<file path="src/hdl/lqr_pkg.sv">
`default_nettype none

package lqr_pkg;

  // Torque limit and settling count
  localparam int          U_MAX        = 65536;
  localparam logic [15:0] SETTLE_TICKS = 16'd500;

  // Operation codes
  localparam logic [1:0] OP_TICK  = 2'd0;
  localparam logic [1:0] OP_START = 2'd1;
  localparam logic [1:0] OP_STOP  = 2'd2;

  // End reasons
  localparam logic [2:0] REASON_NONE    = 3'd0;
  localparam logic [2:0] REASON_ENCODER = 3'd1;
  localparam logic [2:0] REASON_DRIVE   = 3'd2;
  localparam logic [2:0] REASON_AXIS    = 3'd3;
  localparam logic [2:0] REASON_TILT    = 3'd4;
  localparam logic [2:0] REASON_SPEED   = 3'd5;
  localparam logic [2:0] REASON_RAIL    = 3'd6;
  localparam logic [2:0] REASON_STOP    = 3'd7;

  // Configuration register indexes
  localparam logic [2:0] REG_GAIN_POSITION   = 3'd0;
  localparam logic [2:0] REG_GAIN_VELOCITY   = 3'd1;
  localparam logic [2:0] REG_GAIN_ANGLE      = 3'd2;
  localparam logic [2:0] REG_GAIN_ANGLE_RATE = 3'd3;
  localparam logic [2:0] REG_RAIL_LOW        = 3'd4;
  localparam logic [2:0] REG_RAIL_HIGH       = 3'd5;
  localparam logic [2:0] REG_ABORT_ANGLE     = 3'd6;
  localparam logic [2:0] REG_ABORT_SPEED     = 3'd7;

  // What the output stage does with the torque
  typedef enum logic [1:0] {
    KIND_HOLD,
    KIND_CLEAR,
    KIND_LAW
  } lqr_kind_t;

  typedef struct packed {
    lqr_kind_t  kind;
    logic       running;
    logic [2:0] reason;
    logic       pulse;
    logic       fault;
  } lqr_flags_t;

  typedef struct packed {
    logic [1:0]         operation;
    logic               estimate_tick;
    logic               angle_fresh;
    logic               drive_fresh;
    logic               drive_error;
    logic               drive_closed_loop;
    logic signed [31:0] cart_pos;
    logic signed [31:0] cart_vel;
    logic signed [31:0] tilt;
    logic signed [31:0] tilt_rate;
  } lqr_in_t;

  typedef struct packed {
    logic signed [31:0] torque;
    logic               running;
    logic [2:0]         end_reason;
    logic               abort_pulse;
    logic               axis_fault;
  } lqr_out_t;

endpackage

`default_nettype wire

</file>
<file path="src/hdl/lqr_ctrl.sv">
`default_nettype none

module lqr_ctrl (
  input  wire logic               clk,
  input  wire logic               rst,
  input  wire logic               load,
  input  wire lqr_pkg::lqr_in_t   word,
  input  wire logic signed [31:0] rail_low,
  input  wire logic signed [31:0] rail_high,
  input  wire logic [30:0]        abort_angle,
  input  wire logic [30:0]        abort_speed,
  output lqr_pkg::lqr_flags_t     flags,
  output logic signed [31:0]      err,
  output logic signed [31:0]      vel,
  output logic signed [31:0]      ang,
  output logic signed [31:0]      ang_rate
);

  logic               active;
  logic [15:0]        tick_count;
  logic signed [31:0] target_pos;
  logic [2:0]         last_reason;

  logic               active_next;
  logic [15:0]        tick_count_next;
  logic signed [31:0] target_pos_next;
  logic [2:0]         last_reason_next;
  lqr_pkg::lqr_flags_t flags_next;

  logic [15:0]        tick_inc;
  logic signed [32:0] rail_sum;
  logic [31:0]        tilt_mag;
  logic [31:0]        vel_mag;
  logic [2:0]         why;
  logic signed [32:0] diff;
  logic signed [31:0] err_next;

  assign tick_inc = (tick_count != 16'hFFFF) ? tick_count + 16'd1 : tick_count;
  assign rail_sum = {rail_low[31], rail_low} + {rail_high[31], rail_high};
  assign tilt_mag = word.tilt[31] ? 32'(-word.tilt) : word.tilt;
  assign vel_mag  = word.cart_vel[31] ? 32'(-word.cart_vel) : word.cart_vel;

  // Checks in priority order, against the incremented tick count
  always_comb begin
    if (!word.angle_fresh) begin
      why = lqr_pkg::REASON_ENCODER;
    end else if (!word.drive_fresh) begin
      why = lqr_pkg::REASON_DRIVE;
    end else if (tick_inc > lqr_pkg::SETTLE_TICKS &&
                 (word.drive_error || !word.drive_closed_loop)) begin
      why = lqr_pkg::REASON_AXIS;
    end else if (tilt_mag > {1'b0, abort_angle}) begin
      why = lqr_pkg::REASON_TILT;
    end else if (vel_mag > {1'b0, abort_speed}) begin
      why = lqr_pkg::REASON_SPEED;
    end else if (word.cart_pos < rail_low || word.cart_pos > rail_high) begin
      why = lqr_pkg::REASON_RAIL;
    end else begin
      why = lqr_pkg::REASON_NONE;
    end
  end

  // Saturate the position error to 32 bits
  always_comb begin
    diff = {word.cart_pos[31], word.cart_pos} - {target_pos[31], target_pos};
    if (diff[32] != diff[31]) begin
      err_next = diff[32] ? 32'sh8000_0000 : 32'sh7FFF_FFFF;
    end else begin
      err_next = diff[31:0];
    end
  end

  always_comb begin
    active_next      = active;
    tick_count_next  = tick_count;
    target_pos_next  = target_pos;
    last_reason_next = last_reason;
    flags_next.kind  = lqr_pkg::KIND_CLEAR;
    flags_next.pulse = 1'b0;
    flags_next.fault = 1'b0;
    case (word.operation)
      lqr_pkg::OP_START: begin
        target_pos_next  = rail_sum[32:1];
        tick_count_next  = '0;
        last_reason_next = lqr_pkg::REASON_NONE;
        active_next      = 1'b1;
      end
      lqr_pkg::OP_STOP: begin
        if (active) begin
          active_next      = 1'b0;
          last_reason_next = lqr_pkg::REASON_STOP;
        end
      end
      default: begin
        if (active) begin
          if (word.operation == lqr_pkg::OP_TICK && word.estimate_tick) begin
            tick_count_next = tick_inc;
            if (why != lqr_pkg::REASON_NONE) begin
              active_next      = 1'b0;
              last_reason_next = why;
              flags_next.pulse = 1'b1;
              flags_next.fault = why inside {lqr_pkg::REASON_DRIVE, lqr_pkg::REASON_AXIS};
            end else begin
              flags_next.kind = lqr_pkg::KIND_LAW;
            end
          end else begin
            flags_next.kind = lqr_pkg::KIND_HOLD;
          end
        end
      end
    endcase
    flags_next.running = active_next;
    flags_next.reason  = last_reason_next;
  end

  always_ff @(posedge clk) begin
    if (rst) begin
      active      <= 1'b0;
      tick_count  <= '0;
      target_pos  <= '0;
      last_reason <= lqr_pkg::REASON_NONE;
    end else if (load) begin
      active      <= active_next;
      tick_count  <= tick_count_next;
      target_pos  <= target_pos_next;
      last_reason <= last_reason_next;
    end
  end

  always_ff @(posedge clk) begin
    if (load) begin
      flags    <= flags_next;
      err      <= err_next;
      vel      <= word.cart_vel;
      ang      <= word.tilt;
      ang_rate <= word.tilt_rate;
    end
  end

endmodule

`default_nettype wire

</file>
<file path="config.mk">
export PLATFORM = sky130hd
export DESIGN_NAME = lqr_ctrl
export DESIGN_NICKNAME = d
export VERILOG_FILES = /design/src/hdl/lqr_pkg.sv /design/src/hdl/lqr_ctrl.sv
export SDC_FILE = /design/constraint.sdc
export NUM_CORES = 1
export LEC_CHECK = 0
export BUFFER_PORTS_ARGS = -buffer_cell sky130_fd_sc_hd__clkbuf_2
export CORE_MARGIN = 2
export CORE_UTILIZATION = 45
export CTS_CLUSTER_DIAMETER = 200
export DETAILED_ROUTE_END_ITERATION = 16
export PLACE_DENSITY = 0.7
export SETUP_SLACK_MARGIN = 0.4
export SYNTH_ARGS = -nofsm -noshare
export SYNTH_HDL_FRONTEND = slang
export SYNTH_SLANG_ARGS = --single-unit
export TNS_END_PERCENT = 100
</file>
<file path="constraint.sdc">
create_clock -name clk -period 6.47 [get_ports clk]
set_input_delay 0.647 -clock clk [delete_from_list [all_inputs] [get_ports clk]]
set_output_delay 0.647 -clock clk [all_outputs]
set_load 0.02 [all_outputs]
</file>
# After elaboration in Yosys (flattened, before gate mapping)
# Cells that the tools add are included.
[totals]
wordCells = 75
mem_bits_ro = 0
regBits = 188
mem_bits_rw = 0
output_inout_bits = 136
latch_bits = 0
in_bits = 264
mem_count = 0
[op_classes]
mul = 0
n_bitwise = 4
eq_ne = 6
n_addsub = 5
div_mod_pow = 0
mux = 26
n_shift = 0
n_reduce_logical = 15
order_cmp = 5
[ops]
columns = ["operator", "count"]
rows = [
  ["two-way mux 32 bit", 4],
  ["> comparator 32 x 31 -> 1 bit", 2],
  ["negator 32 bit", 2],
  ["two-way mux 16 bit", 3],
  ["adder 32 x 32 -> 33 bit", 1],
  ["subtractor 32 x 32 -> 33 bit", 1],
  ["> comparator 32 bit", 1],
  ["less-than comparator 32 bit", 1],
  ["one-hot mux 16 bit (2 select lines)", 1],
  ["two-way mux 3 bit", 10],
  ["adder 16 x 1 -> 16 bit (second input constant)", 1],
  ["> comparator 16 x 9 -> 1 bit (second input constant)", 1],
  ["!= test 16 bit (second input constant)", 1],
  ["equality test 3 x 2 -> 1 bit (second input constant)", 2],
  ["one-hot mux 3 bit (2 select lines)", 1],
  ["nonzero test 2 bit", 3],
  ["OR reduction 5 bit", 1],
  ["two-way mux 1 bit", 4],
  ["two-way mux 2 bit", 2],
  ["NOT 1 bit", 4],
  ["AND reduction 4 bit", 1],
  ["OR reduction 4 bit", 1],
  ["nonzero test 3 bit", 1],
  ["OR reduction 3 bit", 1],
  ["other kinds (9)", 11],
]

# Depth between registers and ports, before layout
# Gate-level depths: netlist of the first run.
[logic_depth]
word_depth = 13
depth_mapped = 22
depth_no_buf = 22

# Least setup slack after synthesis of the first run
# OpenSTA, ideal clock, no wires.
[synth_timing]
path_kind = "input to register"
startpoint = "input port word[49] (netlist bit)"
endpoint = "register flags[2] (netlist bit) (data pin)"
path_buffers = 0
arrival_time_ns = 4.565
path_slack_ns = 1.748
stages = 17
required_ns = 6.313
cell_sequence = "or4_4 > nor4_4 > or3b_1 > or3_1 > or3_4 > o31ai_1 > xnor2_1 > ha_1 > and4_1 > nand4_1 > nor2_1 > nand3_1 > o311ai_0 > a31oi_1 > o41ai_1 > nor2_1 > nor3_1"
[synth_lines]
columns = ["element", "line_no", "text"]
rows = [
  ["start: declaration", "lqr_ctrl.sv:7", "input wire lqr_pkg::lqr_in_t word,"],
  ["end signal: assignment", "lqr_ctrl.sv:132", "flags <= flags_next;"],
  ["end: declaration", "lqr_ctrl.sv:12", "output lqr_pkg::lqr_flags_t flags,"],
]

# Final worst setup path of the first run
[layout_timing]
startpoint = "input port word[67] (netlist bit)"
endpoint = "register active"
[layout_between]
elab_chain_len = 13
[layout_lines]
columns = ["element", "line_no", "text"]
rows = [
  ["negator 32 bit", "lqr_ctrl.sv:41", "assign vel_mag = word.cart_vel[31] ? 32'(-word.cart_vel) : word.cart_vel;"],
  ["two-way mux 32 bit (*)", "lqr_ctrl.sv:41", ""],
  ["> comparator 32 x 31 -> 1 bit (*)", "lqr_ctrl.sv:54", "end else if (vel_mag > {1'b0, abort_speed}) begin"],
  ["two-way mux 3 bit (*)", "lqr_ctrl.sv:54", ""],
  ["two-way mux 3 bit (*)", "lqr_ctrl.sv:52", "end else if (tilt_mag > {1'b0, abort_angle}) begin"],
  ["two-way mux 3 bit (*)", "lqr_ctrl.sv:49", "end else if (tick_inc > lqr_pkg::SETTLE_TICKS &&"],
  ["two-way mux 3 bit (*)", "lqr_ctrl.sv:47", "end else if (!word.drive_fresh) begin"],
  ["two-way mux 3 bit (*)", "lqr_ctrl.sv:45", "if (!word.angle_fresh) begin"],
  ["nonzero test 3 bit (*)", "lqr_ctrl.sv:98", "if (why != lqr_pkg::REASON_NONE) begin"],
  ["two-way mux 1 bit (*)", "lqr_ctrl.sv:98", ""],
  ["two-way mux 1 bit (*)", "lqr_ctrl.sv:96", "if (word.operation == lqr_pkg::OP_TICK && word.estimate_tick) begin"],
  ["two-way mux 1 bit (*)", "lqr_ctrl.sv:95", "if (active) begin"],
  ["one-hot mux 1 bit (2 select lines) (*)", "lqr_ctrl.sv:81", "case (word.operation)"],
  ["end signal: assignment", "lqr_ctrl.sv:123", "active <= active_next;"],
  ["end: declaration", "lqr_ctrl.sv:19", "logic active;"],
]
# Every way passes the cells marked *; elsewhere a longest branch is shown, timed or not.
# A chain may end at the register's enable or synchronous reset.

==> impl_metrics.csv, run 1 <==
group,metric,value,unit
cells_and_area,syn2layout_area_growth,20.4,%
placed_design,gp_congestion,0.934,
synthesis,synthAdderAreaFrac,17.2,%
clock_network,clockBufferDepth,2,
die,start_util,45.3,%
synthesis,synth_area_leaders,"edfxtp_1 28%, ha_1 17%, dfxtp_1 7.1%, inv_1 5.0%, xnor2_1 5.0%",
route,drcViolationCount,0,
clock_network,holdBufCountCts,0,
synthesis,synth_area_per_cell,9.04,sq um
timing,skew,10.5,ps
timing,tightestPinTransition,931,ps
critical_path,r2r_start,"target_pos[2]",
clock_network,post_cts_buffers,0,
critical_path,path_max_fanout,5,
timing,fin_crit_sh,77.7,%
route,wl_per_cell,17.3,microns
synthesis,netlist_area,0.0146,sq mm
critical_path,cp_slowest_stage_delay,490,ps
synthesis,synth_edf_count,136,
cells_and_area,utilization,54.6,%
timing,tns,0,ps
critical_path,start_kind,"input pin",
route,via_per_inst,5.47,
synthesis,syn_inst,1619,
synthesis,synth-xor-area-share,6.22,%
cells_and_area,seq_area,0.00512,sq mm
synthesis,synth_warnings,0,
clock_network,cts_buffers,17,
route,finalWirelength,42600,microns
clock_network,cts.sinks,188,
route,drtPass1Iterations,5,
clock_network,root_buffer,"clkbuf_16",
cells_and_area,drive_gt1_share,22.8,%
die,core,0.0323,sq mm
critical_path,path_buf_inv,1,
global_route,grt_pass1_wl,64900,microns
placed_design,place.detailed.hpwl,34900,microns
timing,report.final.setup_viol,0,
die,rows,66,
timing,hold_slack,371,ps
critical_path,crit_family,"simple AND/OR/NAND/NOR gates",
synthesis,ys_types,81,
clock_network,ctsResizeCount,0,
clock_network,cts_tree,"yes",
synthesis,ys_seq_elements,188,
cells_and_area,fillers,3025,
timing,rsz0062_at_grt,"false",
timing,relSlewSlack,37.0,%
clock_network,htree_levels,4,
placed_design,port_buffers,399,
job,max_cap_violations,0,
synthesis,synth_compound_area_share,20.4,%
die,die-area,0.0340,sq mm
clock_network,path_clk_slew,70,ps
synthesis,syn-num-nets,2079,
synthesis,synthArstFlopShare,0,%
cells_and_area,multi_input_area,0.00861,sq mm
critical_path,path_class,"input pin to register",
critical_path,endpoint_kind,"register",
critical_path,cp_cell_sequence,"clkbuf_2, or3_1, or2_2, nor2_1, nand2_1, or3_1, nor2_1, nand3_1, o41ai_1, xnor2_1, ha_1, nand4_1, nor4_1, nand2_1, o211ai_1, and3_1, nand3_2, nor3_1, o21ai_1, a311oi_1",
global_route,grt_pass1_vias,12500,
global_route,antenna_found_initial,3,
route,drtIter0Drc,747,
synthesis,synth_top_area_share,27.9,%
clock_network,insertion_delay,450,ps
global_route,grt_usage,24.4,%
timing,max_freq,199,MHz
critical_path,crit_slowest_cell,"nor3_1",
critical_path,crit_arrival,5380,ps
route,ant_nets,0,
power,vdd_drop_max,0.196,mV
global_route,overflow,0,
power,power.density,200,mW/mm^2
power,power,0.00352,W
power,leakage,8.01,nW
critical_path,crit_path_start,"word[67]",
die,io_pins,400,
outcome,outcome,"finished, final reports clean",
synthesis,muxShareOfSynthArea,0.205,%
timing,slew_viol_final,0,
synthesis,synthSimpleGateAreaFrac,14.8,%
critical_path,cp.required,6820,ps
synthesis,ys.flop_type,"edfxtp_1",
synthesis,synth.largest_area_cell,"edfxtp_1",
synthesis,seq_area_frac_synth,35.0,%
cells_and_area,nets,2462,
die,die_w,184,microns
timing,post-route-min-period,5030,ps
global_route,grt_max_degree,79,
timing,finalHoldViolations,0,
synthesis,synth_top_family_by_area,"compound AO/OA/AOI/OAI gates",
route,num_vias,13500,
hold_path,holdCritPathClass,"input pin to register",
die,die_y,184,microns
hold_path,worstHoldStart,"word[2]",
cell families (layout without fill, tap and decap cells):
group,after synthesis,count (layout)
AOI/OAI and AO/OA,463,463
xor gates and xnor gates,104,104
adders and majority gates,201,201
buffers and inverters,238,634
DFF,188,188
muxes,3,3
other,0,3
and+or+nand+nor,422,422
layout by cell type, fill, tap and decap left out, types with 7 or more instances in the layout:
master / instances
nand4_1: 37
o31ai_1: 25
o21a_1: 20
a31oi_1: 12
xor2_1: 20
buf_4: 7
inv_1: 196
dfxtp_1: 52
a21o_1: 60
nand2_1: 111
nor2b_1: 17
or3_1: 20
nor3_1: 29
o41ai_1: 11
and3_1: 9
clkbuf_16: 17
nand3_1: 36
nor2_1: 79
and2_1: 7
o21ai_0: 90
a211oi_1: 13
clkbuf_2: 398
xnor2_1: 84
a21oi_1: 146
nand2b_1: 27
ha_1: 194
nor4_1: 14
edfxtp_1: 136
layer usage:
metal	vias to the layer above	share of wire (%)	GRT usage (%)
met3	61	5.3	3.28
met5	-	0.031	0
met4	2	3.0	9.06
met1	6279	43	30.7
li1	6682	-	-
met2	427	49	42.4
Yosys cell counts (all sizes together) (21+ instances only):
cell type	count
o21ai	94
nand2b	27
edfxtp	136
nand4	37
a21o	60
dfxtp	52
nor2	79
inv	196
or3	21
nor3	30
clkbuf	34
ha	194
o31ai	26
a21oi	146
nand3	37
nand2	111
xnor2	84
final cells by class:
type                            count  area share [%]
Multi-Input combinational cell   1193            48.8
Sequential cell                   188            29.1
Timing Repair Buffer              406            11.7
Inverter                          196            4.17
Tap cell                          442            3.14
Clock buffer                       18            2.43
Clock inverter                     14           0.632
Antenna cell                        3          0.0426
where the power goes:
group          internal [W]  switching, W
logic              0.000426      0.000651
clock network      0.000501      0.000505
registers           0.00141     0.0000278
stage by stage:
step / cell area, sq um / setup slack, ps / cells
2_1_floorplan: 14600 / 1750 / 1619
3_3_place_gp: 17100 / 1120 / 2425
6_report: 17600 / 1440 / 2460
3_5_place_dp: 17100 / 1000 / 2425
5_1_grt: 17600 / 1040 / 2459
4_1_cts: 17600 / 1450 / 2457
registers in the layout (all words and copies together) (netlist names):
signal / flops
err: 32
ang: 32
ang_rate: 32
active: 1
tick_count: 16
target_pos: 32
vel: 32
flags: 8
last_reason: 3
path summary, 6_finish.rpt:
path / endpoint / slack [ps] / depth (start not counted)
setup / recovery: active / 1440 / 20
hold / removal: ang_rate[2] / 370 / 1
setup reg to reg: err[5] / 2290 / 13
hold reg to reg: target_pos[28] / 450 / 2
Power figures use the tool's default switching activity.
==> run 2, diff against run 1 <==
clock period = 4.8 ns   (was 6.47 ns; I/O delays follow)
==> run 2 against run 1 <==
Total power rose by 38%. Cell area rose by 2.1%. Cell count rose by 0.69%. Global-route usage rose by 0.32 points. Wire length rose by 2.2%. Sequential power rose by 36%.
==> impl_metrics.csv, run 2 (synthesis results as in run 1) <==
group,metric,value,unit
critical_path,reg2reg_depth,13,
timing,tns,0,ps
global_route,antenna_found_initial,6,
hold_path,holdPathStages,1,
cells_and_area,nets,2476,
hold_path,hold_end,"ang_rate[24]",
clock_network,holdBufCountCts,0,
clock_network,clockBufferDepth,2,
power,leakage,8.16,nW
die,die-area,0.0340,sq mm
die,rows,66,
critical_path,crit_arrival,4870,ps
clock_network,htree_levels,4,
timing,slew_viol_final,0,
clock_network,cts_buffers,17,
placed_design,port_buffers,399,
global_route,overflow,0,
critical_path,crit_family,"simple AND/OR/NAND/NOR gates",
clock_network,cts.sinks,188,
global_route,grt_max_degree,72,
die,io_pins,400,
route,drtIter0Drc,795,
die,core,0.0323,sq mm
timing,max_freq,221,MHz
route,drtPass1Iterations,5,
timing,tightestPinTransition,948,ps
global_route,grt_pass1_wl,66400,microns
timing,skew,9.43,ps
route,wl_per_cell,17.6,microns
global_route,grt_usage,24.7,%
outcome,outcome,"finished, final reports clean",
hold_path,holdCritPathClass,"input pin to register",
power,power.density,270,mW/mm^2
hold_path,worstHoldStart,"word[24]",
clock_network,insertion_delay,440,ps
critical_path,crit_path_frequent_cell,"or3_4",
timing,rsz0062_at_grt,"true",
global_route,grt_pass1_vias,12700,
clock_network,path_clk_slew,70,ps
cells_and_area,layout_common_cells,"397 x clkbuf_2, 196 x inv_1, 194 x ha_1",
die,start_util,45.3,%
critical_path,path_buf_inv,2,
critical_path,crit_slowest_cell,"or4_4",
cells_and_area,stdcell_count,2477,
placed_design,gp_congestion,0.937,
critical_path,cp.required,5140,ps
critical_path,r2r_start,"target_pos[1]",
critical_path,path_class,"input pin to register",
cells_and_area,stdcell_area,0.0180,sq mm
cells_and_area,drive_gt1_share,24.7,%
route,via_per_inst,5.49,
timing,finalHoldViolations,0,
timing,post-route-min-period,4530,ps
timing,relSlewSlack,36.8,%
placed_design,dp.cells,2434,
job,max_cap_violations,0,
route,ant_nets,0,
critical_path,worstReg2RegEnd,"err[30]",
critical_path,cp_cell_sequence,"buf_6, or4_4, nor4_4, or3b_4, or3_4, or3_4, o31ai_4, xnor2_1, ha_1, and4_1, nand4_1, nor2_2, nand3_2, a2bb2oi_4, nand3_4, nor3_4, buf_4, nor3_2, o41ai_1",
power,vdd_drop_max,0.228,mV
route,finalWirelength,43500,microns
placed_design,place.detailed.hpwl,35600,microns
critical_path,endpoint_kind,"register",
critical_path,cp_slowest_stage_delay,580,ps
route,drcViolationCount,0,
die,die_w,184,microns
cells_and_area,layout_commonest_cell,"clkbuf_2",
cells_and_area,syn2layout_area_growth,22.9,%
clock_network,root_buffer,"clkbuf_16",
critical_path,start_kind,"input pin",
clock_network,cts_tree,"yes",
critical_path,r2r_slack,910,ps
placed_design,placedInstanceArea,0.0172,sq mm
critical_path,path_max_fanout,4,
timing,report.final.setup_viol,0,
route,num_vias,13600,
timing,fin_crit_sh,94.4,%
die,die_y,184,microns
==> run 2: layer usage <==
| layer | vias up | routed length, microns | track usage (%) |
|---|---|---|---|
| met5 | - | 0 | 0 |
| met1 | 6355 | 18500 | 30.9 |
| met4 | 0 | 1460 | 10.7 |
| met3 | 73 | 2510 | 3.24 |
| li1 | 6702 | - | - |
| met2 | 468 | 21100 | 42.5 |
==> run 2: timing repair <==
| item | in CTS | in global routing |
|---|---|---|
| endpoints found under the hold margin | 0 | 0 |
| setup endpoints to repair | 3 | 11 |
| gates cloned | 0 | 0 |
| gates resized for setup | 8 | 26 |
| pin swaps | 3 | 7 |
| buffers inserted | 2 | 3 |
==> run 2: cell type report <==
cell class,instances,area (sq um)
Timing Repair Buffer,420,2170
Inverter,196,736
Clock buffer,17,425
Tap cell,442,553
Clock inverter,15,163
Sequential cell,188,5120
Fill cell,2992,14300
Antenna cell,6,15.0
Multi-Input combinational cell,1193,8810
==> run 2: power by group <==
| part | internal [W] | switching, W | total (W) | leakage [nW] |
|---|---|---|---|---|
| combinational | 0.000592 | 0.000889 | 0.00148 | 6.13 |
| clock | 0.000778 | 0.000662 | 0.00144 | 0.283 |
| sequential | 0.00190 | 0.0000424 | 0.00194 | 1.75 |
==> run 2: through the flow <==
step,hold slack (ps),total power [W],setup slack (ps),util (%)
finish,215,0.00486,269,55.7
global route,184,0.00512,97.7,55.7
CTS,191,0.00487,412,55.2
detailed placement,446,0.00342,-122,53.2
global placement,439,0.00339,-37.5,53.2
floorplan,432,0.00289,403,-
==> run 2: how the worst max path moves through the flow <==
| stage | from | endpoint | slack (ps) | depth (start not counted) |
|---|---|---|---|---|
| floorplan | word[49] | flags[2] | 400 | 17 |
| global placement | word[49] | flags[2] | -40 | 18 |
| detailed placement | word[49] | active | -120 | 18 |
| CTS | word[49] | flags[2] | 410 | 18 |
| global route | word[49] | last_reason[0] | 100 | 19 |
| finish | word[49] | last_reason[0] | 270 | 19 |
