### src/hdl/lqr_pkg.sv
`default_nettype none

package lqr_pkg;

  // Torque limit and settling count
  localparam int          U_MAX        = 65536;
  localparam logic [15:0] SETTLE_TICKS = 16'd500;

  // Operation codes
  localparam logic [1:0] OP_TICK  = 2'd0;
  localparam logic [1:0] OP_START = 2'd1;
  localparam logic [1:0] OP_STOP  = 2'd2;

  // End reasons
  localparam logic [2:0] REASON_NONE    = 3'd0;
  localparam logic [2:0] REASON_ENCODER = 3'd1;
  localparam logic [2:0] REASON_DRIVE   = 3'd2;
  localparam logic [2:0] REASON_AXIS    = 3'd3;
  localparam logic [2:0] REASON_TILT    = 3'd4;
  localparam logic [2:0] REASON_SPEED   = 3'd5;
  localparam logic [2:0] REASON_RAIL    = 3'd6;
  localparam logic [2:0] REASON_STOP    = 3'd7;

  // Configuration register indexes
  localparam logic [2:0] REG_GAIN_POSITION   = 3'd0;
  localparam logic [2:0] REG_GAIN_VELOCITY   = 3'd1;
  localparam logic [2:0] REG_GAIN_ANGLE      = 3'd2;
  localparam logic [2:0] REG_GAIN_ANGLE_RATE = 3'd3;
  localparam logic [2:0] REG_RAIL_LOW        = 3'd4;
  localparam logic [2:0] REG_RAIL_HIGH       = 3'd5;
  localparam logic [2:0] REG_ABORT_ANGLE     = 3'd6;
  localparam logic [2:0] REG_ABORT_SPEED     = 3'd7;

  // What the output stage does with the torque
  typedef enum logic [1:0] {
    KIND_HOLD,
    KIND_CLEAR,
    KIND_LAW
  } lqr_kind_t;

  typedef struct packed {
    lqr_kind_t  kind;
    logic       running;
    logic [2:0] reason;
    logic       pulse;
    logic       fault;
  } lqr_flags_t;

  typedef struct packed {
    logic [1:0]         operation;
    logic               estimate_tick;
    logic               angle_fresh;
    logic               drive_fresh;
    logic               drive_error;
    logic               drive_closed_loop;
    logic signed [31:0] cart_pos;
    logic signed [31:0] cart_vel;
    logic signed [31:0] tilt;
    logic signed [31:0] tilt_rate;
  } lqr_in_t;

  typedef struct packed {
    logic signed [31:0] torque;
    logic               running;
    logic [2:0]         end_reason;
    logic               abort_pulse;
    logic               axis_fault;
  } lqr_out_t;

endpackage

`default_nettype wire

### src/hdl/lqr_out.sv
`default_nettype none

module lqr_out (
  input  wire logic                clk,
  input  wire logic                rst,
  input  wire logic                load,
  input  wire lqr_pkg::lqr_flags_t flags,
  input  wire logic signed [63:0]  prod_pos,
  input  wire logic signed [63:0]  prod_vel,
  input  wire logic signed [63:0]  prod_ang,
  input  wire logic signed [63:0]  prod_rate,
  output lqr_pkg::lqr_out_t        word
);

  localparam logic signed [66:0] LIMIT_HI = 67'(lqr_pkg::U_MAX);
  localparam logic signed [66:0] LIMIT_LO = -67'(lqr_pkg::U_MAX);

  logic signed [31:0] held_torque;
  logic signed [31:0] held_torque_next;
  logic signed [31:0] torque_next;
  logic signed [65:0] total;
  logic signed [66:0] scaled;
  logic signed [31:0] law;

  assign total = $signed({{2{prod_pos[63]}}, prod_pos}) + $signed({{2{prod_vel[63]}}, prod_vel})
               + $signed({{2{prod_ang[63]}}, prod_ang})
               + $signed({{2{prod_rate[63]}}, prod_rate});

  // Negate, then floor-scale by 2^16
  assign scaled = (67'sd0 - $signed({total[65], total})) >>> 16;

  always_comb begin
    if (scaled > LIMIT_HI) begin
      law = LIMIT_HI[31:0];
    end else if (scaled < LIMIT_LO) begin
      law = LIMIT_LO[31:0];
    end else begin
      law = scaled[31:0];
    end
  end

  always_comb begin
    case (flags.kind)
      lqr_pkg::KIND_HOLD: begin
        torque_next      = held_torque;
        held_torque_next = held_torque;
      end
      lqr_pkg::KIND_LAW: begin
        torque_next      = law;
        held_torque_next = law;
      end
      default: begin
        torque_next      = '0;
        held_torque_next = '0;
      end
    endcase
  end

  always_ff @(posedge clk) begin
    if (rst) begin
      held_torque <= '0;
    end else if (load) begin
      held_torque <= held_torque_next;
    end
  end

  always_ff @(posedge clk) begin
    if (load) begin
      word.torque      <= torque_next;
      word.running     <= flags.running;
      word.end_reason  <= flags.reason;
      word.abort_pulse <= flags.pulse;
      word.axis_fault  <= flags.fault;
    end
  end

endmodule

`default_nettype wire

### config.mk
export PLATFORM = sky130hd
export DESIGN_NAME = lqr_out
export DESIGN_NICKNAME = d
export VERILOG_FILES = /design/src/hdl/lqr_pkg.sv /design/src/hdl/lqr_out.sv
export SDC_FILE = /design/constraint.sdc
export NUM_CORES = 1
export LEC_CHECK = 0
export BUFFER_PORTS_ARGS = -buffer_cell sky130_fd_sc_hd__buf_4
export CORE_MARGIN = 2
export CORE_UTILIZATION = 56
export DETAILED_ROUTE_END_ITERATION = 6
export PLACE_DENSITY = 0.86
export SYNTH_ARGS = -nofsm -noshare
export SYNTH_HDL_FRONTEND = slang
export SYNTH_SLANG_ARGS = --single-unit
### constraint.sdc
create_clock -name clk -period 6.05 [get_ports clk]
set_input_delay 0.605 -clock clk [delete_from_list [all_inputs] [get_ports clk]]
set_output_delay 0.605 -clock clk [all_outputs]
set_load 0.1 [all_outputs]
==> After elaboration in Yosys (flattened, before gate mapping) <==
Index checks and enable logic that the tools add are counted.
{ "totals": {"regBits": 70, "out_inout_bits": 38, "elab_cells": 17} }
{ "op_classes": {"reduce_logical": 1, "n_addsub": 4, "magnitude_cmp": 2, "n_eq_ne": 1, "mux": 3} }
{ "ops": {"columns": ["op", "count"], "rows": [
  ["subtractor 1 x 66 -> 67 bit, first input constant", 1],
  ["adder 65 x 64 -> 66 bit", 1],
  ["adder 66 x 64 -> 66 bit", 1],
  ["adder 64 x 64 -> 65 bit", 1],
  ["two-way mux 32 bit", 2],
  ["one-hot mux 32 bit (2 select lines)", 1],
  ["> comparator 51 x 18 -> 1 bit, second input constant", 1],
  ["less-than comparator 51 x 17 -> 1 bit, second input constant", 1],
  ["equality test 2 bit, second input constant", 1],
  ["logical NOT 2 bit", 1]
]} }

==> Depth between registers and ports, before layout <==
Gate-level depths: netlist of the first run.
{ "depth": {"word_depth": 8, "depth_mapped": 20} }

==> Worst setup path before layout of the first run <==
Ideal clock, no wire load.
{ "synth_timing": {"kind": "input port to flip-flop", "start": "input prod_vel[4]", "end": "register word[12] (netlist bit) (data pin)", "setup_slack_ps": 653, "n_path_buf": 1, "path_stages": 19, "arrival_time_ps": 5253, "cell_sequence": "inv_1 fa_1 inv_1 fa_1 inv_1 ha_1 ha_1 or4b_4 o221ai_2 a2111oi_1 o32a_1 and4b_1 a311oi_2 nand4b_1 or4_4 nor4_4 a32oi_2 buf_6 o21ai_1"} }
{ "synth_between": {"elab_chain_len": 8, "elab_cells_between_ends": 9} }
{ "synth_lines": {"columns": ["element", "line", "rtl"], "rows": [
  ["start: declaration", "lqr_out.sv:9", "input wire logic signed [63:0] prod_vel,"],
  ["adder 64 x 64 -> 65 bit (*)", "lqr_out.sv:25", "assign total = $signed({{2{prod_pos[63]}}, prod_pos}) + $signed({{2{prod_vel[63]}}, prod_vel})"],
  ["adder 65 x 64 -> 66 bit (*)", "lqr_out.sv:26", "+ $signed({{2{prod_ang[63]}}, prod_ang})"],
  ["adder 66 x 64 -> 66 bit (*)", "lqr_out.sv:27", "+ $signed({{2{prod_rate[63]}}, prod_rate});"],
  ["subtractor 1 x 66 -> 67 bit (*)", "lqr_out.sv:30", "assign scaled = (67'sd0 - $signed({total[65], total})) >>> 16;"],
  ["less-than comparator 51 x 17 -> 1 bit", "lqr_out.sv:35", "end else if (scaled < LIMIT_LO) begin"],
  ["two-way mux 32 bit", "lqr_out.sv:35", null],
  ["two-way mux 32 bit (*)", "lqr_out.sv:33", "if (scaled > LIMIT_HI) begin"],
  ["one-hot mux 32 bit (2 select lines) (*)", "lqr_out.sv:43", "case (flags.kind)"],
  ["via held_torque_next[6]", "lqr_out.sv:19", "logic signed [31:0] held_torque_next;"],
  ["end: declaration", "lqr_out.sv:12", "output lqr_pkg::lqr_out_t word"]
]} }
The timed path passes the listed nets; every way through them passes the cells marked *.
A chain may end at the register's enable or synchronous reset.

==> Worst setup path after layout of the first run <==
{ "layout_timing": {"start": "input prod_vel[4]", "end": "register word[21] (netlist bit) (data pin)"} }
Same word-level chain as after synthesis.

==> out/results.tsv, run 1 <==
stage	metric	value	unit
yosys	synthFlopType	edfxtp_1	
detailed_routing	drtIter0Drc	932	
yosys	synthTopCellsByArea	fa_1 21%, ha_1 13%, inv_1 10%	
pwr	power_leakage	8.21	nW
critical_path	critPathKind	input pin to flop	
yosys	yosysWarnings	0	
critical_path	reg2reg_depth	2	
cts	clock-root-buffer	clkbuf_16	
yosys	synth_enable_flop_cells	38	
pwr	seqPwrFrac	9.0	%
finish	fin_area	15800	um^2
min_path	hold_end	word[1]	
critical_path	worstPathMaxFanout	16	
critical_path	critPathCaptureType	flop	
detailed_routing	vias	12595	
floorplanning	ios	305	
cts	htree_levels	3	
critical_path	crit_chain	buf_4, inv_1, fa_1, inv_1, fa_1, inv_1, ha_1, ha_1, or4b_4, buf_4, o211ai_1, a211oi_1, buf_4, o22ai_1, nor2_1, a221oi_1, nand4_1, or4_1, nor4_4, a32oi_2, buf_12, o21ai_0	
placement	place_congestion	1.03	
global_routing	overflow	0	
pwr	comb_power_share	82.5	%
timing	skew	2.85	ps
critical_path	worstReg2RegEnd	held_torque[16]	
floorplanning	dieWidth	151	um
floorplanning	core	21200	um^2
placement	dp.cells	2162	
timing	tightest_slew	1240	ps
yosys	synth_cell_type_count	82	
timing	finalHoldViolCount	0	
critical_path	r2r_slack	5170	ps
yosys	synthesis.nets	2039	
detailed_routing	via_per_inst	5.78	
placement	port_buffers	304	
floorplanning	die_height	151	um
timing	max-slew-margin-rel	17.0	%
critical_path	required	6190	ps
detailed_routing	drc_errors	0	
detailed_routing	dr.pass1.iters	5	
timing	finalWorstPathRequiredPeriod	5870	ps
finish	area_growth_syn_to_layout	30.5	%
finish	nNetsFinal	2420	
yosys	syn_area	12100	um^2
global_routing	track_usage	35.0	%
min_path	hold_depth	1	
job	cap_viol_max_count	0	
finish	layout-drive-gt1-share	25.5	%
global_routing	grt_pass1_wl	62600	um
placement	dpl.hpwl	34200	um
cts	cts_sinks	70	
yosys	synth_area_leader_cell	fa_1	
cts	clk_latency	330	ps
detailed_routing	finalWirelength	40200	um
global_routing	grt_max_degree	42	
detailed_routing	wl_per_cell	18.4	um
yosys	ys_seq_elements	70	
cts	post_cts_buffers	0	
timing	fin_crit_sh	97.0	%
cts	path_clk_slew	60	ps
timing	setup_viol	0	
yosys	postSynthAreaPerCell	8.00	um^2
critical_path	r2r-start	held_torque[16]	
detailed_routing	ant_nets	0	
min_path	min_from	flags[1]	
status	status	complete, no violations	
floorplanning	die_area	22900	um^2
placement	dpl-instance-area	15500	um^2
critical_path	critPathArrivalTime	6010	ps
cts	cts_tree	yes	
timing	slew_viol_final	0	
critical_path	crit_slowest_cell	or4_1	
floorplanning	initial_core_util	57.4	%
global_routing	antenna_found_initial	0	
yosys	ys_seq_area_share	14.7	%
yosys	syn_inst	1517	
critical_path	worst_setup_path_start_kind	input pin	
yosys	yosysTopAreaCellShare	21.1	%
min_path	holdCritPathClass	input pin to flop	
cts	numCtsBuffers	9	
critical_path	cp_slowest_stage_delay	630	ps
finish	antennaDiodeCount	0	
global_routing	grt_pass1_vias	12667	
cts	cts_buffer_depth	2	
finish	multi_input_area	8970	um^2
yosys	synthArstFlopShare	0	%
finish	fillerInstances	1465	
critical_path	cp-startpoint	prod_vel[4]	
finish	final_cells	2178	
pwr	powerDensity	389	nW/um^2
cts	cts_hold_buf	0	
floorplanning	rows	53	
pwr	max-vdd-ir-drop	0.184	mV
pwr	p_int	2.86	mW
pwr	switching_share	53.6	%
finish	regArea	1780	um^2
pwr	p_clk_share	8.4	%
timing	fmax	170	MHz
pwr	switchingPower	3.30	mW
==> cells by family (layout without fill, tap and decap cells) <==
kind of cell | count (synthesis) | count (layout) | synth area share (%)
buffers and inverters | 381 | 767 | 12.0
and+or+nand+nor | 397 | 397 | 15.9
DFF | 70 | 70 | 14.7
xor gates and xnor gates | 30 | 30 | 2.16
muxes | 8 | 8 | 0.670
AOI/OAI and AO/OA | 376 | 376 | 20.5
adders and majority gates | 255 | 255 | 34.2
==> cells in the mapped netlist, types with 5 or more instances <==
cell type  count
inv_1        327
nand2_1      146
fa_1         128
ha_1         127
a21oi_1      105
nor2_1        94
o21ai_0       78
clkbuf_1      46
edfxtp_1      38
nand4_1       38
a21o_1        35
dfxtp_1       32
nand3_1       21
xnor2_1       21
nor3_1        19
a211oi_1      18
o21ai_2       16
and3_1        14
o21a_1        11
o21ai_1       10
a221oi_1       9
nor4_1         9
xor2_1         9
o211ai_1       8
or3_1          8
and4_1         7
mux2i_1        7
o31ai_1        7
and2_1         6
o21bai_1       6
o22ai_1        6
buf_2          5
nor4b_1        5
==> flip-flops by register name (all words and copies together) (netlist names) <==
signal and count:
word 38, held_torque 32
==> what timing repair did <==
action	in CTS	in global routing
pin swaps	0	1
gates resized for setup	1	14
endpoints found under the setup margin	3	48
==> final cells by class <==
cell class / instances / share of cell area, %
multi-input combinational: 1066 / 56.7
timing repair buffer: 424 / 20.3
sequential: 70 / 11.3
inverter: 327 / 7.75
tap: 275 / 2.17
clock buffer: 10 / 1.45
clock inverter: 6 / 0.450
==> power by group through the flow <==
stage	sequential (mW)	clock (mW)	combinational [mW]
3_5_place_dp	0.565	0	4.87
2_1_floorplan	0.736	0	2.86
4_1_cts	0.556	0.520	4.92
5_1_grt	0.559	0.541	5.50
3_3_place_gp	0.564	0	4.81
6_report	0.557	0.520	5.08
==> per-layer routing <==
layer / part of all wire, % / vias up / GRT usage (%)
met5: 0 / - / 0
met1: 40 / 5964 / 42.8
li1: - / 5901 / -
met2: 49 / 623 / 62.9
met3: 7.2 / 107 / 4.76
met4: 3.5 / 0 / 12.5
==> critical path, delay by kind of cell <==
kind                       cells  cell delay [ps]
and+or+nand+nor                5             1850
adders and majority gates      4             1620
buffers and inverters          7              730
AOI/OAI and AO/OA              6             1200
==> worst max path at each step <==
| stage | cells after the start | slack (ps) | end |
|---|---|---|---|
| floorplan | 19 | 650 | word[12] |
| global placement | 22 | -90 | word[17] |
| detailed placement | 22 | -290 | word[20] |
| CTS | 22 | 70 | word[21] |
| global route | 23 | -9 | word[20] |
| finish | 22 | 180 | word[21] |
==> cells in the final DEF, fill, tap and decap left out, types with 5 or more instances in the layout <==
| cell | n |
|---|---|
| o21ai_1 | 12 |
| xor2_1 | 9 |
| nor4_1 | 9 |
| dfxtp_1 | 32 |
| xnor2_1 | 21 |
| o211ai_1 | 8 |
| o21ai_0 | 76 |
| o22ai_1 | 5 |
| nor2_1 | 92 |
| edfxtp_1 | 38 |
| inv_1 | 327 |
| nor3_1 | 18 |
| or3_1 | 8 |
| nand4_1 | 38 |
| a211oi_1 | 17 |
| o21ai_2 | 16 |
| nand3_1 | 21 |
| buf_4 | 422 |
| clkbuf_16 | 9 |
| mux2i_1 | 7 |
| and3_1 | 14 |
| and2_1 | 6 |
| nand2_1 | 146 |
| a21oi_1 | 104 |
| o31ai_1 | 7 |
| fa_1 | 128 |
| ha_1 | 127 |
| a21o_1 | 35 |
| o21a_1 | 11 |
| o21bai_1 | 6 |
| and4_1 | 7 |
| a221oi_1 | 9 |
==> stage by stage <==
stage	hold slack [ps]	setup TNS (ps)	utilization (%)	power, mW	setup slack (ps)
2_1_floorplan	425	0	-	3.60	653
3_3_place_gp	436	-1420	73.1	5.37	-90.7
3_5_place_dp	444	-5980	73.1	5.43	-290
4_1_cts	445	0	74.6	6.00	72.1
5_1_grt	437	-8.73	74.9	6.60	-8.73
6_report	449	0	74.9	6.16	179
Note: power is estimated with default switching activity, not from simulation.
==> run 2, diff against run 1 <==
==> config.mk (replaced) <==
export PLATFORM = sky130hd
export DESIGN_NAME = lqr_out
export DESIGN_NICKNAME = d
export VERILOG_FILES = /design/src/hdl/lqr_pkg.sv /design/src/hdl/lqr_out.sv
export SDC_FILE = /design/constraint.sdc
export NUM_CORES = 1
export LEC_CHECK = 0
export CORE_MARGIN = 2
export CORE_UTILIZATION = 60
export DETAILED_ROUTE_END_ITERATION = 6
export DONT_BUFFER_PORTS = 1
export PLACE_DENSITY = 0.79
export SLEW_MARGIN = 20
export SYNTH_ARGS = -nofsm -noshare
export SYNTH_HDL_FRONTEND = slang
export SYNTH_SLANG_ARGS = --single-unit
==> run 2 against run 1 <==
Clock power grew 4.8%; clock skew grew 1.1 ps; critical path type unchanged; first-iteration DRC count decreased by 11%; cell area down 17%; sequential share of layout area grew 2.3 points; power down 7.3%; largest cell class unchanged; highest routed layer unchanged; critical path depth is 2 lower; via count down 12%; worst hold slack got worse by 110 ps; wire length down 13%.
==> out/results.tsv, run 2 (synthesis gave the netlist of run 1 again) <==
stage	metric	value	unit	change
min_path	holdCritPathClass	input pin to flop		
global_routing	antenna_found_initial	2		+2
floorplanning	initial_core_util	60.6	%	+3.2 points
finish	fin_area	13200	um^2	-17%
finish	nNetsFinal	2071		-14%
cts	post_cts_buffers	0		unchanged
global_routing	track_usage	32.5	%	-2.5 points
finish	area_growth_syn_to_layout	8.70	%	
timing	max-slew-margin-rel	36.6	%	+20 points
finish	final_cells	1825		-16%
finish	layout-drive-gt1-share	8.24	%	-17 points
timing	setup_viol	0		unchanged
detailed_routing	dr.pass1.iters	5		unchanged
placement	dpl.hpwl	30100	um	-12%
finish	top_register	word		
critical_path	critPathKind	input pin to flop		
job	cap_viol_max_count	0		unchanged
detailed_routing	wl_per_cell	19.1	um	+3.5%
floorplanning	rows	52		-1.9%
min_path	hold_depth	1		unchanged
cts	clk_latency	330	ps	about the same
pwr	powerDensity	433	nW/um^2	+11%
detailed_routing	drc_errors	0		unchanged
cts	cts_buffer_depth	2		unchanged
timing	fmax	173	MHz	+1.4%
finish	largest_register_ff_count	38		unchanged
timing	tightest_slew	952	ps	-284 ps
floorplanning	core	20000	um^2	-5.3%
cts	cts_hold_buf	0		unchanged
finish	mostFrequentLayoutCells	327 x inv_1, 146 x nand2_1, 128 x fa_1		
global_routing	grt_pass1_vias	10952		-14%
critical_path	required	6210	ps	+20 ps
critical_path	worst_setup_path_start_kind	input pin		
detailed_routing	via_per_inst	6.04		+4.4%
detailed_routing	vias	11021		-12%
timing	skew	3.95	ps	+1.10 ps
pwr	max-vdd-ir-drop	0.200	mV	+9.0%
global_routing	grt_pass1_wl	55700	um	-11%
timing	fin_crit_sh	95.7	%	-1.3 points
timing	finalWorstPathRequiredPeriod	5790	ps	-81.3 ps
critical_path	worstPathMaxFanout	16		unchanged
timing	finalHoldViolCount	0		unchanged
floorplanning	die_height	146	um	-3.3%
cts	htree_levels	3		unchanged
placement	port_buffers	0		-100%
critical_path	reg2reg_depth	2		unchanged
timing	finalSetupTns	0	ps	unchanged
cts	clock-root-buffer	clkbuf_16		
global_routing	grt_max_degree	42		unchanged
detailed_routing	ant_nets	0		unchanged
cts	cts_tree	yes		
pwr	p_total	5.71	mW	-7.3%
placement	place_congestion	0.970		-5.8%
detailed_routing	finalWirelength	34800	um	-13%
pwr	power_leakage	6.55	nW	-20%
cts	path_clk_slew	60	ps	about the same
finish	top_regs	word (38), held_torque (32)		
detailed_routing	drtIter0Drc	831		-11%
placement	dp.cells	1808		-16%
finish	final_common_cell	inv_1		
floorplanning	dieWidth	146	um	-3.3%
timing	slew_viol_final	0		unchanged
critical_path	critPathArrivalTime	5950	ps	-60 ps
cts	cts_resized	0		-1
global_routing	overflow	0		unchanged
cts	numCtsBuffers	9		unchanged
finish	fillerInstances	1702		+16%
status	status	complete, no violations		
timing	rsz0062_at_grt	no		
cts	cts_sinks	70		unchanged
floorplanning	ios	305		unchanged
critical_path	critPathCaptureType	flop		
placement	dpl-instance-area	12900	um^2	-17%
floorplanning	die_area	21400	um^2	-6.5%
==> run 2: cell count changes in the layout (fill, tap and decap cells not counted), moves of 2 or more <==
cell / delta
nor4b_1: +3
nor4b_2: -3
clkinv_2: +2
clkinv_4: -2
o21ai_1: -2
nor2_2: -2
buf_4: -350
==> run 2: final timing paths <==
| path | to | startpoint | slack [ps] |
|---|---|---|---|
| hold / removal | held_torque[30] | rst | 330 |
| setup reg to reg | word[22] | held_torque[16] | 5250 |
| hold reg to reg | held_torque[29] | held_torque[29] | 450 |
| setup / recovery | word[16] | prod_vel[17] | 260 |
==> run 2: power by group <==
part | leakage [nW] | internal (mW) | total, mW | switching [mW]
Sequential | 0.642 | 0.545 | 0.733 | 0.188
Combinational | 5.76 | 1.70 | 4.44 | 2.73
Clock | 0.149 | 0.357 | 0.545 | 0.188
Total | 6.55 | 2.61 | 5.71 | 3.11
==> run 2: per-layer routing <==
| layer | global-route usage, % | part of all wire [%] |
|---|---|---|
| met1 | 42.6 | 42 |
| met2 | 57.3 | 49 |
| met3 | 2.88 | 6.3 |
| met4 | 10.0 | 2.8 |
| met5 | 0 | 0 |
==> run 2: area by class of cell <==
class | instances | area, um^2 | area share [%]
diodes | 1 | 2.50 | 0.0190
clock buffers | 9 | 225 | 1.71
clock inverters | 7 | 88.8 | 0.673
inverters | 327 | 1230 | 9.30
multi-input cells | 1066 | 8930 | 67.7
flip-flops and latches | 70 | 1780 | 13.5
well taps | 270 | 338 | 2.56
repair buffers | 75 | 601 | 4.55
==> run 2: stage by stage <==
step | util [%] | setup slack, ps | hold WS, ps
2_1_floorplan | - | 653 | 425
3_3_place_gp | 64.1 | 70.1 | 433
4_1_cts | 65.7 | 269 | 333
3_5_place_dp | 64.2 | -18.6 | 441
6_report | 65.8 | 261 | 335
5_1_grt | 65.8 | 31.5 | 333
==> run 2: worst max-delay path: stages <==
cell	delay, ps
inv_1	30
fa_1	530
inv_1	70
fa_1	540
inv_1	40
ha_1	280
ha_1	300
buf_4	150
and4_1	250
nor4b_1	480
nand2_1	170
o32a_1	370
and4b_1	230
a311oi_2	330
nand4b_1	130
or4_4	440
nor4_4	410
a32oi_2	200
buf_12	180
o21ai_0	190
==> run 3, diff against run 2 <==
--- a/config.mk
+++ b/config.mk
@@ -5,6 +5,7 @@
 export SDC_FILE = /design/constraint.sdc
 export NUM_CORES = 1
 export LEC_CHECK = 0
+export ABC_AREA = 1
 export CORE_MARGIN = 2
 export CORE_UTILIZATION = 60
 export DETAILED_ROUTE_END_ITERATION = 6
==> run 3 against run 2 <==
First-iteration DRC count grew 31%; worst hold slack improved by 28 ps; non-clock buffer count is 71 lower; global-route usage up 2.6 points; via count rose by 19%; critical path depth increased by 1; synthesized area grew 12%; cell area up 7.5%; power is 1.4% higher; critical path type unchanged; critical endpoint is now held_torque[12].
==> out/results.tsv, run 3 <==
stage	metric	value	unit	change
critical_path	critPathCaptureType	flop		
critical_path	r2r_slack	5120	ps	-130 ps
global_routing	grt_pass1_wl	65900	um	+18%
timing	fin_crit_sh	87.8	%	-7.9 points
yosys	yosysTopAreaCellShare	18.9	%	-2.2 points
yosys	postSynthAreaPerCell	6.33	um^2	-21%
cts	cts_buffer_depth	2		unchanged
job	cap_viol_max_count	0		unchanged
yosys	ys_seq_elements	70		unchanged
detailed_routing	dr.pass1.iters	7		+2
finish	largest_register_ff_count	38		unchanged
finish	area_growth_syn_to_layout	4.47	%	
min_path	hold_end	word[1]		
detailed_routing	vias	13117		+19%
detailed_routing	ant_nets	0		unchanged
timing	setup_viol	0		unchanged
cts	cts_hold_buf	0		unchanged
timing	finalWorstPathRequiredPeriod	5310	ps	-477 ps
yosys	post-synth-top-count-cell	inv_1		
detailed_routing	wl_per_cell	17.1	um	-10%
global_routing	grt_pass1_vias	13075		+19%
detailed_routing	via_per_inst	5.39		-11%
timing	fmax	188	MHz	+9.0%
floorplanning	ios	305		unchanged
yosys	syn_inst	2144		+41%
timing	slew_viol_final	0		unchanged
critical_path	critPathArrivalTime	5590	ps	-360 ps
placement	place_ws	602	ps	+621 ps
min_path	min_from	flags[1]		
cts	cts_tree	yes		
yosys	synthArstFlopShare	0	%	unchanged
pwr	powerDensity	408	nW/um^2	-5.7%
critical_path	required	6330	ps	+120 ps
critical_path	worst_setup_path_start_kind	input pin		
yosys	synth_cell_type_count	43		-48%
critical_path	reg2reg_depth	4		+2
cts	post_cts_buffers	0		unchanged
cts	htree_levels	3		unchanged
floorplanning	core	22400	um^2	+12%
finish	antennaDiodeCount	0		-1
critical_path	worstPathMaxFanout	16		unchanged
floorplanning	initial_core_util	60.5	%	about the same
timing	finalHoldViolCount	0		unchanged
cts	numCtsBuffers	9		unchanged
yosys	synth_area_leader_cell	fa_1		
cts	cts_sinks	70		unchanged
finish	nNetsFinal	2665		+29%
placement	place_congestion	0.987		+1.7%
finish	final_common_cell	inv_1		
pwr	power_leakage	8.50	nW	+30%
global_routing	antenna_found_initial	0		-2
detailed_routing	drc_errors	0		unchanged
placement	dpl.hpwl	36500	um	+21%
global_routing	grt_max_degree	74		+76%
yosys	synthFlopType	edfxtp_1		
critical_path	worstReg2RegEnd	held_torque[21]		
yosys	yosysWarnings	0		unchanged
yosys	synthTopCellsByArea	fa_1 19%, inv_1 17%, nand2_1 16%		
floorplanning	die_height	154	um	+5.6%
timing	skew	5.05	ps	+1.10 ps
finish	top_register	word		
cts	cts_resized	0		unchanged
placement	port_buffers	0		unchanged
timing	max-slew-margin-rel	36.8	%	+0.20 points
pwr	max-vdd-ir-drop	0.182	mV	-8.9%
floorplanning	rows	55		+5.8%
cts	clk_latency	330	ps	about the same
yosys	synthesis.nets	2666		+31%
critical_path	critPathKind	input pin to flop		
min_path	hold_depth	0		-1
yosys	synth_top_cells_by_count	617 x inv_1, 591 x nand2_1, 178 x nor2_1		
cts	clock-root-buffer	clkbuf_16		
timing	finalSetupTns	0	ps	unchanged
global_routing	overflow	0		unchanged
finish	layout-drive-gt1-share	2.98	%	-5.3 points
timing	setup_ws	737	ps	+477 ps
min_path	holdCritPathClass	input pin to flop		
floorplanning	dieWidth	154	um	+5.6%
cts	path_clk_slew	60	ps	about the same
timing	tightest_slew	949	ps	-3.03 ps
detailed_routing	drtIter0Drc	1087		+31%
yosys	ys_seq_area_share	13.1	%	-1.6 points
status	status	complete, no violations		
floorplanning	die_area	23900	um^2	+12%
critical_path	r2r-start	held_torque[21]		
yosys	synth_enable_flop_cells	38		unchanged
detailed_routing	finalWirelength	41500	um	+19%
timing	rsz0062_at_grt	no		
finish	mostFrequentLayoutCells	617 x inv_1, 591 x nand2_1, 178 x nor2_1		
yosys	syn_area	13600	um^2	+12%
finish	top_regs	word (38), held_torque (32)		
global_routing	track_usage	35.1	%	+2.6 points
-- run 3: critical path: stages --
cell and delay (ps):
inv_1 40, fa_1 500, fa_1 490, ha_1 310, ha_1 560, nand2_1 200
nor2_1 220, nand2_1 160, nor2_1 440, nand3_1 250, nand4_1 150, nand2_1 220
nor2_1 250, nand3_1 110, nor2_1 110, nand3_1 130, a21oi_4 440, nand2_1 170
nand3_1 120, nand2_1 60, inv_1 40
-- run 3: cell families after synthesis --
kind of cell / count (synthesis) / share of synthesized area (%)
flops: 70 / 13.1
fa+ha+maj: 255 / 30.6
compound gates: 190 / 7.44
xor+xnor: 8 / 0.516
buf+inv: 640 / 18.2
simple gates: 981 / 30.2
-- run 3: cell type report --
| class | instances | area, um^2 |
|---|---|---|
| inverter | 624 | 2340 |
| fill | 2091 | 8250 |
| tap | 285 | 357 |
| multi-input combinational | 1434 | 9330 |
| clock buffer | 10 | 239 |
| timing repair buffer | 4 | 30.0 |
| clock inverter | 6 | 108 |
| sequential | 70 | 1780 |
-- run 3: per-stage QoR --
step           total power [mW]  hold slack, ps  instances  cell area [um^2]  utilization [%]
6_report                   5.79             363       2433             14200             63.2
5_1_grt                    6.32             357       2433             14200             63.2
3_5_place_dp               5.07             531       2417             13800             61.7
3_3_place_gp               5.02             519       2417             13800             61.7
4_1_cts                    5.71             364       2433             14200             63.2
2_1_floorplan              3.82             512       2144             13600                -
-- run 3: worst max-delay path by stage --
stage,cells past startpoint,slack (ps),from,to
2_1_floorplan,27,1750,prod_vel[17],held_torque[0]
3_3_place_gp,21,520,prod_vel[27],held_torque[0]
3_5_place_dp,21,600,prod_vel[32],held_torque[2]
4_1_cts,21,880,prod_vel[32],held_torque[12]
5_1_grt,21,530,prod_vel[32],held_torque[12]
6_report,21,740,prod_vel[32],held_torque[12]
-- run 3: report_power, final --
part	total, mW	switching, mW	internal (mW)
Combinational	4.37	3.03	1.34
Clock	0.605	0.192	0.413
Sequential	0.812	0.246	0.566
-- run 3: metal layers --
metal / track usage [%] / share of wire [%] / up-vias
li1: - / - / 6406
met1: 45.1 / 42 / 5988
met2: 59.5 / 46 / 612
met3: 4.76 / 7.2 / 111
met4: 15.2 / 4.8 / 0
met5: 0 / 0 / -
